--- src/rtl/core/sm3_pkg.sv ---
// Shared types, constants and round functions of the SM3 hash engine.
package sm3_pkg;

   localparam logic [31:0] T_LOW  = 32'h79CC4519;
   localparam logic [31:0] T_HIGH = 32'h7A879D8A;
   localparam logic [31:0] PAD_MARK = 32'h80000000;
   localparam int unsigned QDEPTH = 4;
   localparam int unsigned QAW = $clog2(QDEPTH);

   localparam logic [2:0] CSR_USE_STD = 3'd0;
   localparam logic [2:0] CSR_IV01    = 3'd1;
   localparam logic [2:0] CSR_IV23    = 3'd2;
   localparam logic [2:0] CSR_IV45    = 3'd3;
   localparam logic [2:0] CSR_IV67    = 3'd4;
   localparam logic [2:0] CSR_PRIOR   = 3'd5;

   localparam logic [255:0] STD_IV = {
      32'h7380166F, 32'h4914B2B9, 32'h172442D7, 32'hDA8A0600,
      32'hA96F30BC, 32'h163138AA, 32'hE38DEE4D, 32'hB0FB0E4E};

   typedef struct packed {
      logic [31:0] msg_word;
      logic [2:0]  word_bytes;
      logic        last_word;
   } req_type;

   typedef struct packed {
      logic [31:0] digest_word;
      logic [2:0]  digest_index;
      logic        digest_last;
   } rsp_type;

   typedef struct packed {
      logic [31:0] word;
      logic        first;
      logic        last;
   } qentry_type;

   typedef struct packed {
      logic         use_std;
      logic [255:0] iv;
   } ivcfg_type;

   function automatic logic [31:0] rotl(input logic [31:0] x, input logic [4:0] n);
      logic [63:0] d;
      d = {x, x} << n;
      return d[63:32];
   endfunction

   function automatic logic [31:0] p0(input logic [31:0] x);
      return x ^ rotl(x, 5'd9) ^ rotl(x, 5'd17);
   endfunction

   function automatic logic [31:0] p1(input logic [31:0] x);
      return x ^ rotl(x, 5'd15) ^ rotl(x, 5'd23);
   endfunction

   function automatic logic [31:0] tconst(input logic [5:0] j);
      logic [31:0] base;
      base = (j < 6'd16) ? T_LOW : T_HIGH;
      return rotl(base, j[4:0]);
   endfunction

endpackage

--- src/rtl/core/sm3_front.sv ---
// Front end: takes message words, keeps the byte count and generates padding.
module sm3_front import sm3_pkg::*; (
   input  logic        clock,
   input  logic        reset,
   input  logic        req_start,
   input  req_type     req_data,
   output logic        req_busy,
   input  logic [60:0] prior_length,
   input  logic        q_full,
   output logic        q_push,
   output qentry_type  q_entry,
   input  logic        digest_done
);

   localparam logic [2:0] P_NONE = 3'd0;
   localparam logic [2:0] P_MARK = 3'd1;
   localparam logic [2:0] P_ZERO = 3'd2;
   localparam logic [2:0] P_LHI  = 3'd3;
   localparam logic [2:0] P_LLO  = 3'd4;

   logic [2:0]  pad_ff, pad_in;
   logic        open_ff, open_in;
   logic        wait_ff, wait_in;
   logic [3:0]  pos_ff, pos_in;
   logic [60:0] count_ff, count_in;
   logic        accept;
   logic [60:0] base;
   logic [2:0]  nb;
   logic [31:0] merged;
   logic [63:0] bits;

   assign req_busy = wait_ff || q_full;
   assign accept   = req_start && !req_busy;
   assign base     = open_ff ? count_ff : prior_length;
   assign nb       = (req_data.word_bytes > 3'd4) ? 3'd4 : req_data.word_bytes;
   assign bits     = {count_ff, 3'b000};

   always_comb begin
      case (nb)
         3'd0:    merged = PAD_MARK;
         3'd1:    merged = {req_data.msg_word[31:24], 24'h800000};
         3'd2:    merged = {req_data.msg_word[31:16], 16'h8000};
         3'd3:    merged = {req_data.msg_word[31:8], 8'h80};
         default: merged = req_data.msg_word;
      endcase
   end

   always_comb begin
      pad_in   = pad_ff;
      open_in  = open_ff;
      wait_in  = wait_ff;
      count_in = count_ff;
      q_push   = 1'b0;
      q_entry  = '{word: req_data.msg_word, first: !open_ff, last: 1'b0};
      if (accept) begin
         q_push  = 1'b1;
         open_in = !req_data.last_word;
         if (req_data.last_word) begin
            count_in = base + {58'd0, nb};
            q_entry.word = merged;
            wait_in = 1'b1;
            pad_in  = (nb == 3'd4) ? P_MARK : P_ZERO;
         end else begin
            count_in = base + 61'd4;
         end
      end else if (!q_full) begin
         q_entry.first = 1'b0;
         case (pad_ff)
            P_MARK: begin
               q_push = 1'b1;
               q_entry.word = PAD_MARK;
               pad_in = P_ZERO;
            end
            P_ZERO: begin
               q_push = 1'b1;
               if (pos_ff == 4'd14) begin
                  q_entry.word = bits[63:32];
                  pad_in = P_LLO;
               end else begin
                  q_entry.word = '0;
               end
            end
            P_LHI: begin
               q_push = 1'b1;
               q_entry.word = bits[63:32];
               pad_in = P_LLO;
            end
            P_LLO: begin
               q_push = 1'b1;
               q_entry.word = bits[31:0];
               q_entry.last = 1'b1;
               pad_in = P_NONE;
            end
            default: pad_in = P_NONE;
         endcase
      end
      if (digest_done) wait_in = 1'b0;
      pos_in = q_push ? pos_ff + 4'd1 : pos_ff;
   end

   always_ff @(posedge clock) begin
      if (reset) begin
         pad_ff   <= P_NONE;
         open_ff  <= 1'b0;
         wait_ff  <= 1'b0;
         pos_ff   <= '0;
         count_ff <= '0;
      end else begin
         pad_ff   <= pad_in;
         open_ff  <= open_in;
         wait_ff  <= wait_in;
         pos_ff   <= pos_in;
         count_ff <= count_in;
      end
   end

endmodule

--- src/rtl/core/sm3_queue.sv ---
// Short word queue between the front end and the compression core.
module sm3_queue import sm3_pkg::*; (
   input  logic       clock,
   input  logic       reset,
   input  logic       push,
   input  qentry_type push_entry,
   input  logic       pop,
   output qentry_type head,
   output logic       empty,
   output logic       full
);

   qentry_type     mem_ff [QDEPTH];
   logic [QAW-1:0] wptr_ff, rptr_ff;
   logic [QAW:0]   cnt_ff;

   assign empty = (cnt_ff == '0);
   assign full  = (cnt_ff == (QAW+1)'(QDEPTH));
   assign head  = mem_ff[rptr_ff];

   always_ff @(posedge clock) begin
      if (push) mem_ff[wptr_ff] <= push_entry;
   end

   always_ff @(posedge clock) begin
      if (reset) begin
         wptr_ff <= '0;
         rptr_ff <= '0;
         cnt_ff  <= '0;
      end else begin
         if (push) wptr_ff <= wptr_ff + 1'b1;
         if (pop)  rptr_ff <= rptr_ff + 1'b1;
         cnt_ff <= cnt_ff + {{QAW{1'b0}}, push} - {{QAW{1'b0}}, pop};
      end
   end

endmodule

--- src/rtl/core/sm3_back.sv ---
// Compression core: block window, 64 rounds one per cycle, digest output.
module sm3_back import sm3_pkg::*; (
   input  logic       clock,
   input  logic       reset,
   input  ivcfg_type  ivcfg,
   input  logic       q_empty,
   input  qentry_type q_head,
   output logic       q_pop,
   output logic       rsp_valid,
   output rsp_type    rsp_data,
   output logic       digest_done
);

   localparam logic [1:0] S_FILL  = 2'd0;
   localparam logic [1:0] S_ROUND = 2'd1;
   localparam logic [1:0] S_XOR   = 2'd2;
   localparam logic [1:0] S_OUT   = 2'd3;

   logic [1:0]  state_ff;
   logic [3:0]  fill_ff;
   logic [5:0]  rnd_ff;
   logic [2:0]  idx_ff;
   logic        final_ff;
   logic [31:0] w_ff [16];
   logic [31:0] cv_ff [8];
   logic [31:0] r_ff [8];
   logic        rsp_valid_ff;
   rsp_type     rsp_ff;
   logic        done_ff;

   logic [31:0] a12, ss1, ss2, ffv, ggv, tt1, tt2, wnew;
   logic        early;

   assign q_pop       = (state_ff == S_FILL) && !q_empty;
   assign rsp_valid   = rsp_valid_ff;
   assign rsp_data    = rsp_ff;
   assign digest_done = done_ff;

   assign early = (rnd_ff < 6'd16);
   assign a12 = rotl(r_ff[0], 5'd12);
   assign ss1 = rotl(a12 + r_ff[4] + tconst(rnd_ff), 5'd7);
   assign ss2 = ss1 ^ a12;
   assign ffv = early ? (r_ff[0] ^ r_ff[1] ^ r_ff[2])
                      : ((r_ff[0] & r_ff[1]) | (r_ff[0] & r_ff[2]) | (r_ff[1] & r_ff[2]));
   assign ggv = early ? (r_ff[4] ^ r_ff[5] ^ r_ff[6])
                      : ((r_ff[4] & r_ff[5]) | (~r_ff[4] & r_ff[6]));
   assign tt1 = ffv + r_ff[3] + ss2 + (w_ff[0] ^ w_ff[4]);
   assign tt2 = ggv + r_ff[7] + ss1 + w_ff[0];
   assign wnew = p1(w_ff[0] ^ w_ff[7] ^ rotl(w_ff[13], 5'd15))
               ^ rotl(w_ff[3], 5'd7) ^ w_ff[10];

   // message window: shifts in on fill and on every round
   always_ff @(posedge clock) begin
      if (q_pop || state_ff == S_ROUND) begin
         for (int i = 0; i < 15; i++) w_ff[i] <= w_ff[i+1];
         w_ff[15] <= q_pop ? q_head.word : wnew;
      end
   end

   always_ff @(posedge clock) begin
      if (reset) begin
         for (int k = 0; k < 8; k++) cv_ff[k] <= STD_IV[255-32*k -: 32];
      end else if (q_pop && q_head.first) begin
         for (int k = 0; k < 8; k++)
            cv_ff[k] <= ivcfg.use_std ? STD_IV[255-32*k -: 32] : ivcfg.iv[255-32*k -: 32];
      end else if (state_ff == S_XOR) begin
         for (int k = 0; k < 8; k++) cv_ff[k] <= cv_ff[k] ^ r_ff[k];
      end
   end

   always_ff @(posedge clock) begin
      if (state_ff == S_FILL) begin
         for (int k = 0; k < 8; k++) r_ff[k] <= cv_ff[k];
      end else if (state_ff == S_ROUND) begin
         r_ff[0] <= tt1;
         r_ff[1] <= r_ff[0];
         r_ff[2] <= rotl(r_ff[1], 5'd9);
         r_ff[3] <= r_ff[2];
         r_ff[4] <= p0(tt2);
         r_ff[5] <= r_ff[4];
         r_ff[6] <= rotl(r_ff[5], 5'd19);
         r_ff[7] <= r_ff[6];
      end
   end

   always_ff @(posedge clock) begin
      rsp_ff <= '{digest_word: cv_ff[idx_ff], digest_index: idx_ff,
                  digest_last: (idx_ff == 3'd7)};
      if (q_pop) final_ff <= q_head.last;
   end

   always_ff @(posedge clock) begin
      if (reset) begin
         state_ff     <= S_FILL;
         fill_ff      <= '0;
         rnd_ff       <= '0;
         idx_ff       <= '0;
         rsp_valid_ff <= 1'b0;
         done_ff      <= 1'b0;
      end else begin
         rsp_valid_ff <= 1'b0;
         done_ff      <= 1'b0;
         case (state_ff)
            S_FILL: begin
               if (q_pop) begin
                  fill_ff <= fill_ff + 4'd1;
                  if (fill_ff == 4'd15) state_ff <= S_ROUND;
               end
               rnd_ff <= '0;
            end
            S_ROUND: begin
               rnd_ff <= rnd_ff + 6'd1;
               if (rnd_ff == 6'd63) state_ff <= S_XOR;
            end
            S_XOR: begin
               idx_ff   <= '0;
               state_ff <= final_ff ? S_OUT : S_FILL;
            end
            S_OUT: begin
               rsp_valid_ff <= 1'b1;
               idx_ff <= idx_ff + 3'd1;
               if (idx_ff == 3'd7) begin
                  done_ff  <= 1'b1;
                  state_ff <= S_FILL;
               end
            end
            default: state_ff <= S_FILL;
         endcase
      end
   end

endmodule

--- src/rtl/core/sm3_hash_engine_top.sv ---
// Top level of the SM3 hash engine: registers, front end, queue and core.
//
//  channel  ports                          direction  transaction
//  req      req_start/req_busy/req_data    in         start && !busy
//  rsp      rsp_valid/rsp_data             out        rsp_valid, one cycle
//  csr      csr_we/csr_index/csr_wdata     in         csr_we
//
// A 16-word block is filled from the queue, then runs 64 rounds in the
// one-round-per-cycle core and one update; no new words are popped meanwhile.
// The last word adds one or two padded blocks, then eight digest words; busy
// stays high from the last word until the last digest word has gone out.
// Synchronous reset restores the standard IV and register defaults; results
// cannot be stalled.
module sm3_hash_engine_top import sm3_pkg::*; (
   input  logic        clock,
   input  logic        reset,
   input  logic        req_start,
   output logic        req_busy,
   input  req_type     req_data,
   output logic        rsp_valid,
   output rsp_type     rsp_data,
   input  logic        csr_we,
   input  logic [2:0]  csr_index,
   input  logic [63:0] csr_wdata
);

   logic        use_std_ff;
   logic [63:0] iv_ff [4];
   logic [60:0] prior_ff;
   ivcfg_type   ivcfg;
   logic        q_push, q_pop, q_empty, q_full, done;
   qentry_type  q_entry, q_head;

   always_ff @(posedge clock) begin
      if (reset) begin
         use_std_ff <= 1'b1;
         for (int i = 0; i < 4; i++) iv_ff[i] <= '0;
         prior_ff <= '0;
      end else if (csr_we) begin
         case (csr_index)
            CSR_USE_STD: use_std_ff <= csr_wdata[0];
            CSR_IV01:    iv_ff[0] <= csr_wdata;
            CSR_IV23:    iv_ff[1] <= csr_wdata;
            CSR_IV45:    iv_ff[2] <= csr_wdata;
            CSR_IV67:    iv_ff[3] <= csr_wdata;
            CSR_PRIOR:   prior_ff <= csr_wdata[60:0];
            default:     ;
         endcase
      end
   end

   assign ivcfg = '{use_std: use_std_ff, iv: {iv_ff[0], iv_ff[1], iv_ff[2], iv_ff[3]}};

   sm3_front u_front (
      .clock(clock), .reset(reset),
      .req_start(req_start), .req_data(req_data), .req_busy(req_busy),
      .prior_length(prior_ff),
      .q_full(q_full), .q_push(q_push), .q_entry(q_entry),
      .digest_done(done)
   );

   sm3_queue u_queue (
      .clock(clock), .reset(reset),
      .push(q_push), .push_entry(q_entry),
      .pop(q_pop), .head(q_head), .empty(q_empty), .full(q_full)
   );

   sm3_back u_back (
      .clock(clock), .reset(reset), .ivcfg(ivcfg),
      .q_empty(q_empty), .q_head(q_head), .q_pop(q_pop),
      .rsp_valid(rsp_valid), .rsp_data(rsp_data), .digest_done(done)
   );

   a_last_index: assert property (@(posedge clock) disable iff (reset)
      rsp_valid && rsp_data.digest_last |-> rsp_data.digest_index == 3'd7)
      else $error("digest_last off the eighth word");

   a_busy_after_last: assert property (@(posedge clock) disable iff (reset)
      req_start && !req_busy && req_data.last_word |=> req_busy)
      else $error("new word accepted while digest pending");

   a_index_run: assert property (@(posedge clock) disable iff (reset)
      rsp_valid && !rsp_data.digest_last |=>
         rsp_valid && rsp_data.digest_index == $past(rsp_data.digest_index) + 3'd1)
      else $error("digest words not back to back");

endmodule
--- config.mk ---
export PLATFORM = sky130hd
export DESIGN_NAME = sm3_hash_engine_top
export DESIGN_NICKNAME = d
export VERILOG_FILES = /design/src/rtl/core/sm3_pkg.sv /design/src/rtl/core/sm3_front.sv /design/src/rtl/core/sm3_queue.sv /design/src/rtl/core/sm3_back.sv /design/src/rtl/core/sm3_hash_engine_top.sv
export SDC_FILE = /design/constraint.sdc
export NUM_CORES = 2
export LEC_CHECK = 0
export BUFFER_PORTS_ARGS = -buffer_cell sky130_fd_sc_hd__buf_2
export CORE_ASPECT_RATIO = 0.8
export CORE_MARGIN = 2
export CORE_UTILIZATION = 25
export CTS_BUF_LIST = sky130_fd_sc_hd__clkbuf_2 sky130_fd_sc_hd__clkbuf_4 sky130_fd_sc_hd__clkbuf_8
export DETAILED_ROUTE_END_ITERATION = 7
export GPL_ROUTABILITY_DRIVEN = 0
export RECOVER_POWER = 100
export SLEW_MARGIN = 15
export SYNTH_ARGS = -nofsm -noshare
export SYNTH_HDL_FRONTEND = slang
export SYNTH_SLANG_ARGS = --single-unit
--- constraint.sdc ---
create_clock -name clock -period 44.6 [get_ports clock]
set_clock_uncertainty 0.15 [all_clocks]
set_input_delay 4.46 -clock clock [delete_from_list [all_inputs] [get_ports clock]]
set_output_delay 4.46 -clock clock [all_outputs]
set_load 0.03 [all_outputs]
# Yosys cells after proc, flatten, opt, wreduce, memory -nomap -nowiden
# Memories as Yosys holds them, arrays and structs flattened. A register that Yosys moved wholly into a read port is not among the register bits.
# Index checks and enable logic that the tools add are counted.
# word_totals
register_bits,161
ramBits,1416
in_bits,107
out_inout_bits,38
elab_cells,263
mem_count,5
# mem_list
name,depth,width,rd,rd_clocked_by_memory_dff,write_ports,line,rtl
u_back.w_ff,16,32,16,0,16,sm3_back.sv:24,logic [31:0] w_ff [16];
iv_ff,4,64,4,0,4,sm3_hash_engine_top.sv:28,logic [63:0] iv_ff [4];
u_back.cv_ff,8,32,9,1,8,sm3_back.sv:25,logic [31:0] cv_ff [8];
u_back.r_ff,8,32,8,0,8,sm3_back.sv:26,logic [31:0] r_ff [8];
u_queue.mem_ff,4,34,1,1,1,sm3_queue.sv:13,qentry_type mem_ff [QDEPTH];
# classes
addsub,18
magnitude_cmp,2
n_eq_ne,28
n_shift,1
muxes,106
bitwise,60
n_reduce_logical,24
# op_table
op,n
$mux W32,38
$xor A32 B32 Y32,22
$add A32 B32 Y32,8
$mux W64,4
$pmux W32 S4,2
$and A32 B32 Y32,5
$mux W61,2
$or A32 B32 Y32,3
$shl A64 B5 Y64,1
$add A61 B3 Y61,1
$add A61 B3 Y61 const B,1
$mux W1,40
$mux W34,1
$not A32 Y32,1
$or A1 B1 Y1,28
$mux W26,1
$eq A3 B2 Y1 const B,6
$eq A3 B3 Y1 const B,6
$mux W2,9
$mux W3,5
$pmux W6 S2,1
$eq A3 B1 Y1 const B,3
$logic_not A3 Y1,3
$pmux W3 S3,1
28 further kinds,47

# Longest topological paths before layout
# An unclocked memory read counts as a cell.
# depth
word_depth,11
ltp_mapped,43
ltp_nobuf,38

# Cells and area by module
# A second synthesis with hierarchy kept.
# unflattened
cells_unflattened,6679
area_unflattened_um2,82963.3
# modules_own_cells
module,instances,cells_each,area_per_inst_um2,seq_area_each_um2
sm3_back,1,4578,57448.8,31840.5
sm3_hash_engine_top,1,913,13175.1,8928.6
sm3_front,1,968,6945.4,1401.3
sm3_queue,1,220,5393.9,4264.1

# Worst setup path after synthesis
# Ideal clock, no wire load.
# synth_path
path_kind,register -> register
startpoint,register u_back.state_ff[1]
endpoint,memory u_back.w_ff[0][0] (enable)
arrival_time_ns,15.903
required_ns,43.479
path_slack_ns,27.577
stages_incl_launch_ff,7
n_path_buf,3
period_less_slack_ns,17.023
path_cell_list,dfxtp_1 clkbuf_1 inv_2 nand2_1 clkbuf_1 clkbuf_1 nand2b_1
# synth_rtl
element,line,rtl
start: declaration,sm3_back.sv:19,logic [1:0] state_ff;
start signal: assignment,sm3_back.sv:117,state_ff <= final_ff ? S_OUT : S_FILL;
end: declaration,sm3_back.sv:24,

==> flow_metrics.env <==
export IMPL_status="finished with violations"
export IMPL_failed_checks="max-capacitance violations, max-slew violations"
export IMPL_hold_start="u_back.w_ff[0][41]"
export IMPL_synth_flop_cell="edfxtp_1"
export IMPL_areaGrowthSynthToFinish_pct=13.67
export IMPL_num_fill_cells=32710
export IMPL_synthDistinctLibCells=92
export IMPL_synth_most_common_cell="edfxtp_1"
export IMPL_core_mm2=0.3202
export IMPL_synth_top_cells_by_area="edfxtp_1 (53%), dfxtp_1 (4.8%), fa_1 (4.7%), xnor2_1 (4.4%), nand2_1 (4.3%)"
export IMPL_h_tree_depth=5
export IMPL_yosysSeqAreaShare_pct=57.83
export IMPL_drt_pass1_iter_count=7
export IMPL_hold_viol_final=0
export IMPL_cts_made_buffers=289
export IMPL_max_freq_mhz=58.84
export IMPL_synthArstFlopShare_pct=0
export IMPL_grt_pass1_wl_um=402300
export IMPL_overflow=0
export IMPL_pin_count=145
export IMPL_rsz0062_at_grt="no"
export IMPL_detail_route_iter0_violations=8980
export IMPL_worst_pin_slew_ns=5.549
export IMPL_r2r_cells=8
export IMPL_cts_tree="yes"
export IMPL_antenna_found_initial=32
export IMPL_multi_input_area_mm2=0.03165
export IMPL_whs_path_depth=0
export IMPL_start_util_pct=25.07
export IMPL_yosysWarnings=0
export IMPL_drtAntennaViolNets=0
export IMPL_synthesis_nets=6885
export IMPL_root_buffer="clkbuf_8"
export IMPL_drive_gt1_share_pct=12.32
export IMPL_cts_resized=0
export IMPL_setup_viol=0
export IMPL_insertion_delay_ns=1.07
export IMPL_synth_top_area_share_pct=53.00
export IMPL_grt_pass1_vias=52470
export IMPL_nets=7088
export IMPL_clk_pin_slew_ns=0.06
export IMPL_track_usage_pct=17.13
export IMPL_holdPathEnd="u_back.w_ff[0][9]"
export IMPL_avgSynthCellArea_um2=12.40
export IMPL_start_kind="flip-flop"
export IMPL_via_per_inst=5.050
export IMPL_rr_endpoint="u_back.r_ff[4][14]"
export IMPL_syn_inst=6474
export IMPL_ys_ff_latch=1611
export IMPL_rows=186
export IMPL_period_share_pct=38.11
export IMPL_r2r_start="u_back.state_ff[1]"
export IMPL_crit_arrival_ns=17.64
export IMPL_synth_common_cells="edfxtp_1 (1417), nand2_1 (910), xnor2_1 (405), a21oi_1 (371), nor2_1 (323)"
export IMPL_max_cap_violations=59
export IMPL_dieArea_mm2=0.3257
export IMPL_cts_sinks=1611
export IMPL_rrSetupSlack_ns=27.60
export IMPL_drt_total_wl_um=289100
export IMPL_cts_hold_buf=0
export IMPL_end_kind="flip-flop"
export IMPL_critPathKind="reg -> reg"
export IMPL_yosysTopAreaCell="edfxtp_1"
export IMPL_avgRoutedWirePerCell_um=25.95
export IMPL_slew_headroom_pct=-269.9
export IMPL_vias=56270
export IMPL_numPortBuffers=144
export IMPL_final_setup_tns_ns=0
export IMPL_worstPathMaxFanout=72
export IMPL_die_height_um=510.9
export IMPL_hold_path_class="reg -> reg"
export IMPL_syn_area_mm2=0.08029
export IMPL_maxSlewViolCount=2976
export IMPL_dp_hpwl_um=207300
export IMPL_grt_max_degree=111
export IMPL_clock_path_buffers=4
export IMPL_die_w_um=637.6
export IMPL_register_area_mm2=0.04645
export IMPL_synth_edff_count=1417
export IMPL_crit_required_ns=45.25
export IMPL_drc_errors=0
export IMPL_fin_crit_ns=17.00
export IMPL_post_cts_buffers=0
-- layer usage --
metal  wire length (um)  global-route usage (%)  share of wire [%]  up-vias
li1                   -                       -                  -    23570
met1             117400                   23.79                 41    28190
met2             117200                   23.67                 41     3859
met3              39730                   6.131                 14      635
met4              14450                   7.585                5.0       16
met5                301                       0               0.10        -
-- metrics by stage --
step / hold WS, ns / cells / setup slack, ns / cell area (um2) / util [%]
6_report: 0.2502 / 11140 / 27.60 / 91270 / 28.50
4_1_cts: 0.2309 / 11120 / 33.34 / 91580 / 28.60
2_1_floorplan: 0.2040 / 6474 / 27.58 / 80290 / -
3_5_place_dp: 0.2545 / 10620 / 33.40 / 85870 / 26.82
3_3_place_gp: 0.2504 / 10620 / 33.51 / 85870 / 26.82
5_1_grt: 0.2461 / 11120 / 27.25 / 91220 / 28.49
-- area by class of cell --
class / count / area share [%]
clock buffers: 414 / 5.571
diodes: 21 / 0.05758
well taps: 4230 / 5.799
flip-flops and latches: 1611 / 50.89
multi-input cells: 4279 / 34.68
clock inverters: 90 / 0.6772
inverters: 272 / 1.121
repair buffers: 224 / 1.206
-- worst max-delay path, cell delays in order (launching register included) --
cell,delay (ns)
dfxtp_1,0.30
clkbuf_1,1.17
clkinvlp_2,3.37
nand2_1,2.81
clkbuf_1,1.87
clkbuf_1,2.56
clkbuf_1,2.81
nand2_1,1.14
o21ai_0,0.34
-- cells by family after synthesis --
logic type               share of synthesized area, %
AND/OR/NAND/NOR                                 10.42
flip-flops                                      57.83
AO/OA/AOI/OAI                                   8.942
XOR/XNOR                                        8.013
buffers and inverters                           2.814
adder cells (fa/ha/maj)                         6.514
multiplexers                                    5.468
-- worst max-delay path by stage --
stage,startpoint,endpoint,slack [ns],cells after the start
2_1_floorplan,u_back.state_ff[1],u_back.w_ff[0][0],27.58,6
3_3_place_gp,u_back.rnd_ff[4],u_back.r_ff[4][6],33.51,37
3_5_place_dp,u_back.rnd_ff[4],u_back.r_ff[4][14],33.40,37
4_1_cts,u_back.rnd_ff[4],u_back.r_ff[4][14],33.34,37
5_1_grt,u_back.state_ff[1],u_back.r_ff[4][14],27.25,8
6_report,u_back.state_ff[1],u_back.r_ff[4][14],27.60,8
-- state kept, by name, indices dropped and copies added (netlist names), named ones only --
| signal | cells |
|---|---|
| iv_ff | 256 |
| prior_ff | 61 |
| u_back.cv_ff | 256 |
| u_back.digest_done | 1 |
| u_back.fill_ff | 4 |
| u_back.final_ff | 1 |
| u_back.idx_ff | 3 |
| u_back.r_ff | 256 |
| u_back.rnd_ff | 6 |
| u_back.rsp_data | 36 |
| u_back.rsp_valid | 1 |
| u_back.state_ff | 2 |
| u_back.w_ff | 512 |
| u_front.count_ff | 61 |
| u_front.open_ff | 1 |
| u_front.pad_ff | 3 |
| u_front.pos_ff | 4 |
| u_front.wait_ff | 1 |
| u_queue.cnt_ff | 3 |
| u_queue.mem_ff | 136 |
| u_queue.rptr_ff | 2 |
| u_queue.wptr_ff | 2 |
| use_std_ff | 1 |
-- cells in the final DEF, fill, tap and decap left out, types with 103 or more instances in the layout --
| cell | Yosys | layout |
|---|---|---|
| and2_0 | 0 | 148 |
| and2_1 | 276 | 126 |
| a21oi_1 | 371 | 371 |
| clkbuf_8 | 1 | 316 |
| mux2_2 | 135 | 104 |
| dfxtp_1 | 194 | 188 |
| nand2_1 | 910 | 909 |
| a22o_1 | 140 | 140 |
| xnor2_1 | 405 | 405 |
| xor2_1 | 319 | 319 |
| inv_1 | 271 | 270 |
| o21ai_0 | 238 | 239 |
| ha_1 | 114 | 114 |
| edfxtp_1 | 1417 | 1417 |
| nor2_1 | 323 | 321 |
| buf_2 | 16 | 103 |
| fa_1 | 190 | 190 |
Power is left out: the tool's default activity adds up to more than one toggle a clock period on the data nets, which glitch-free logic cannot reach.
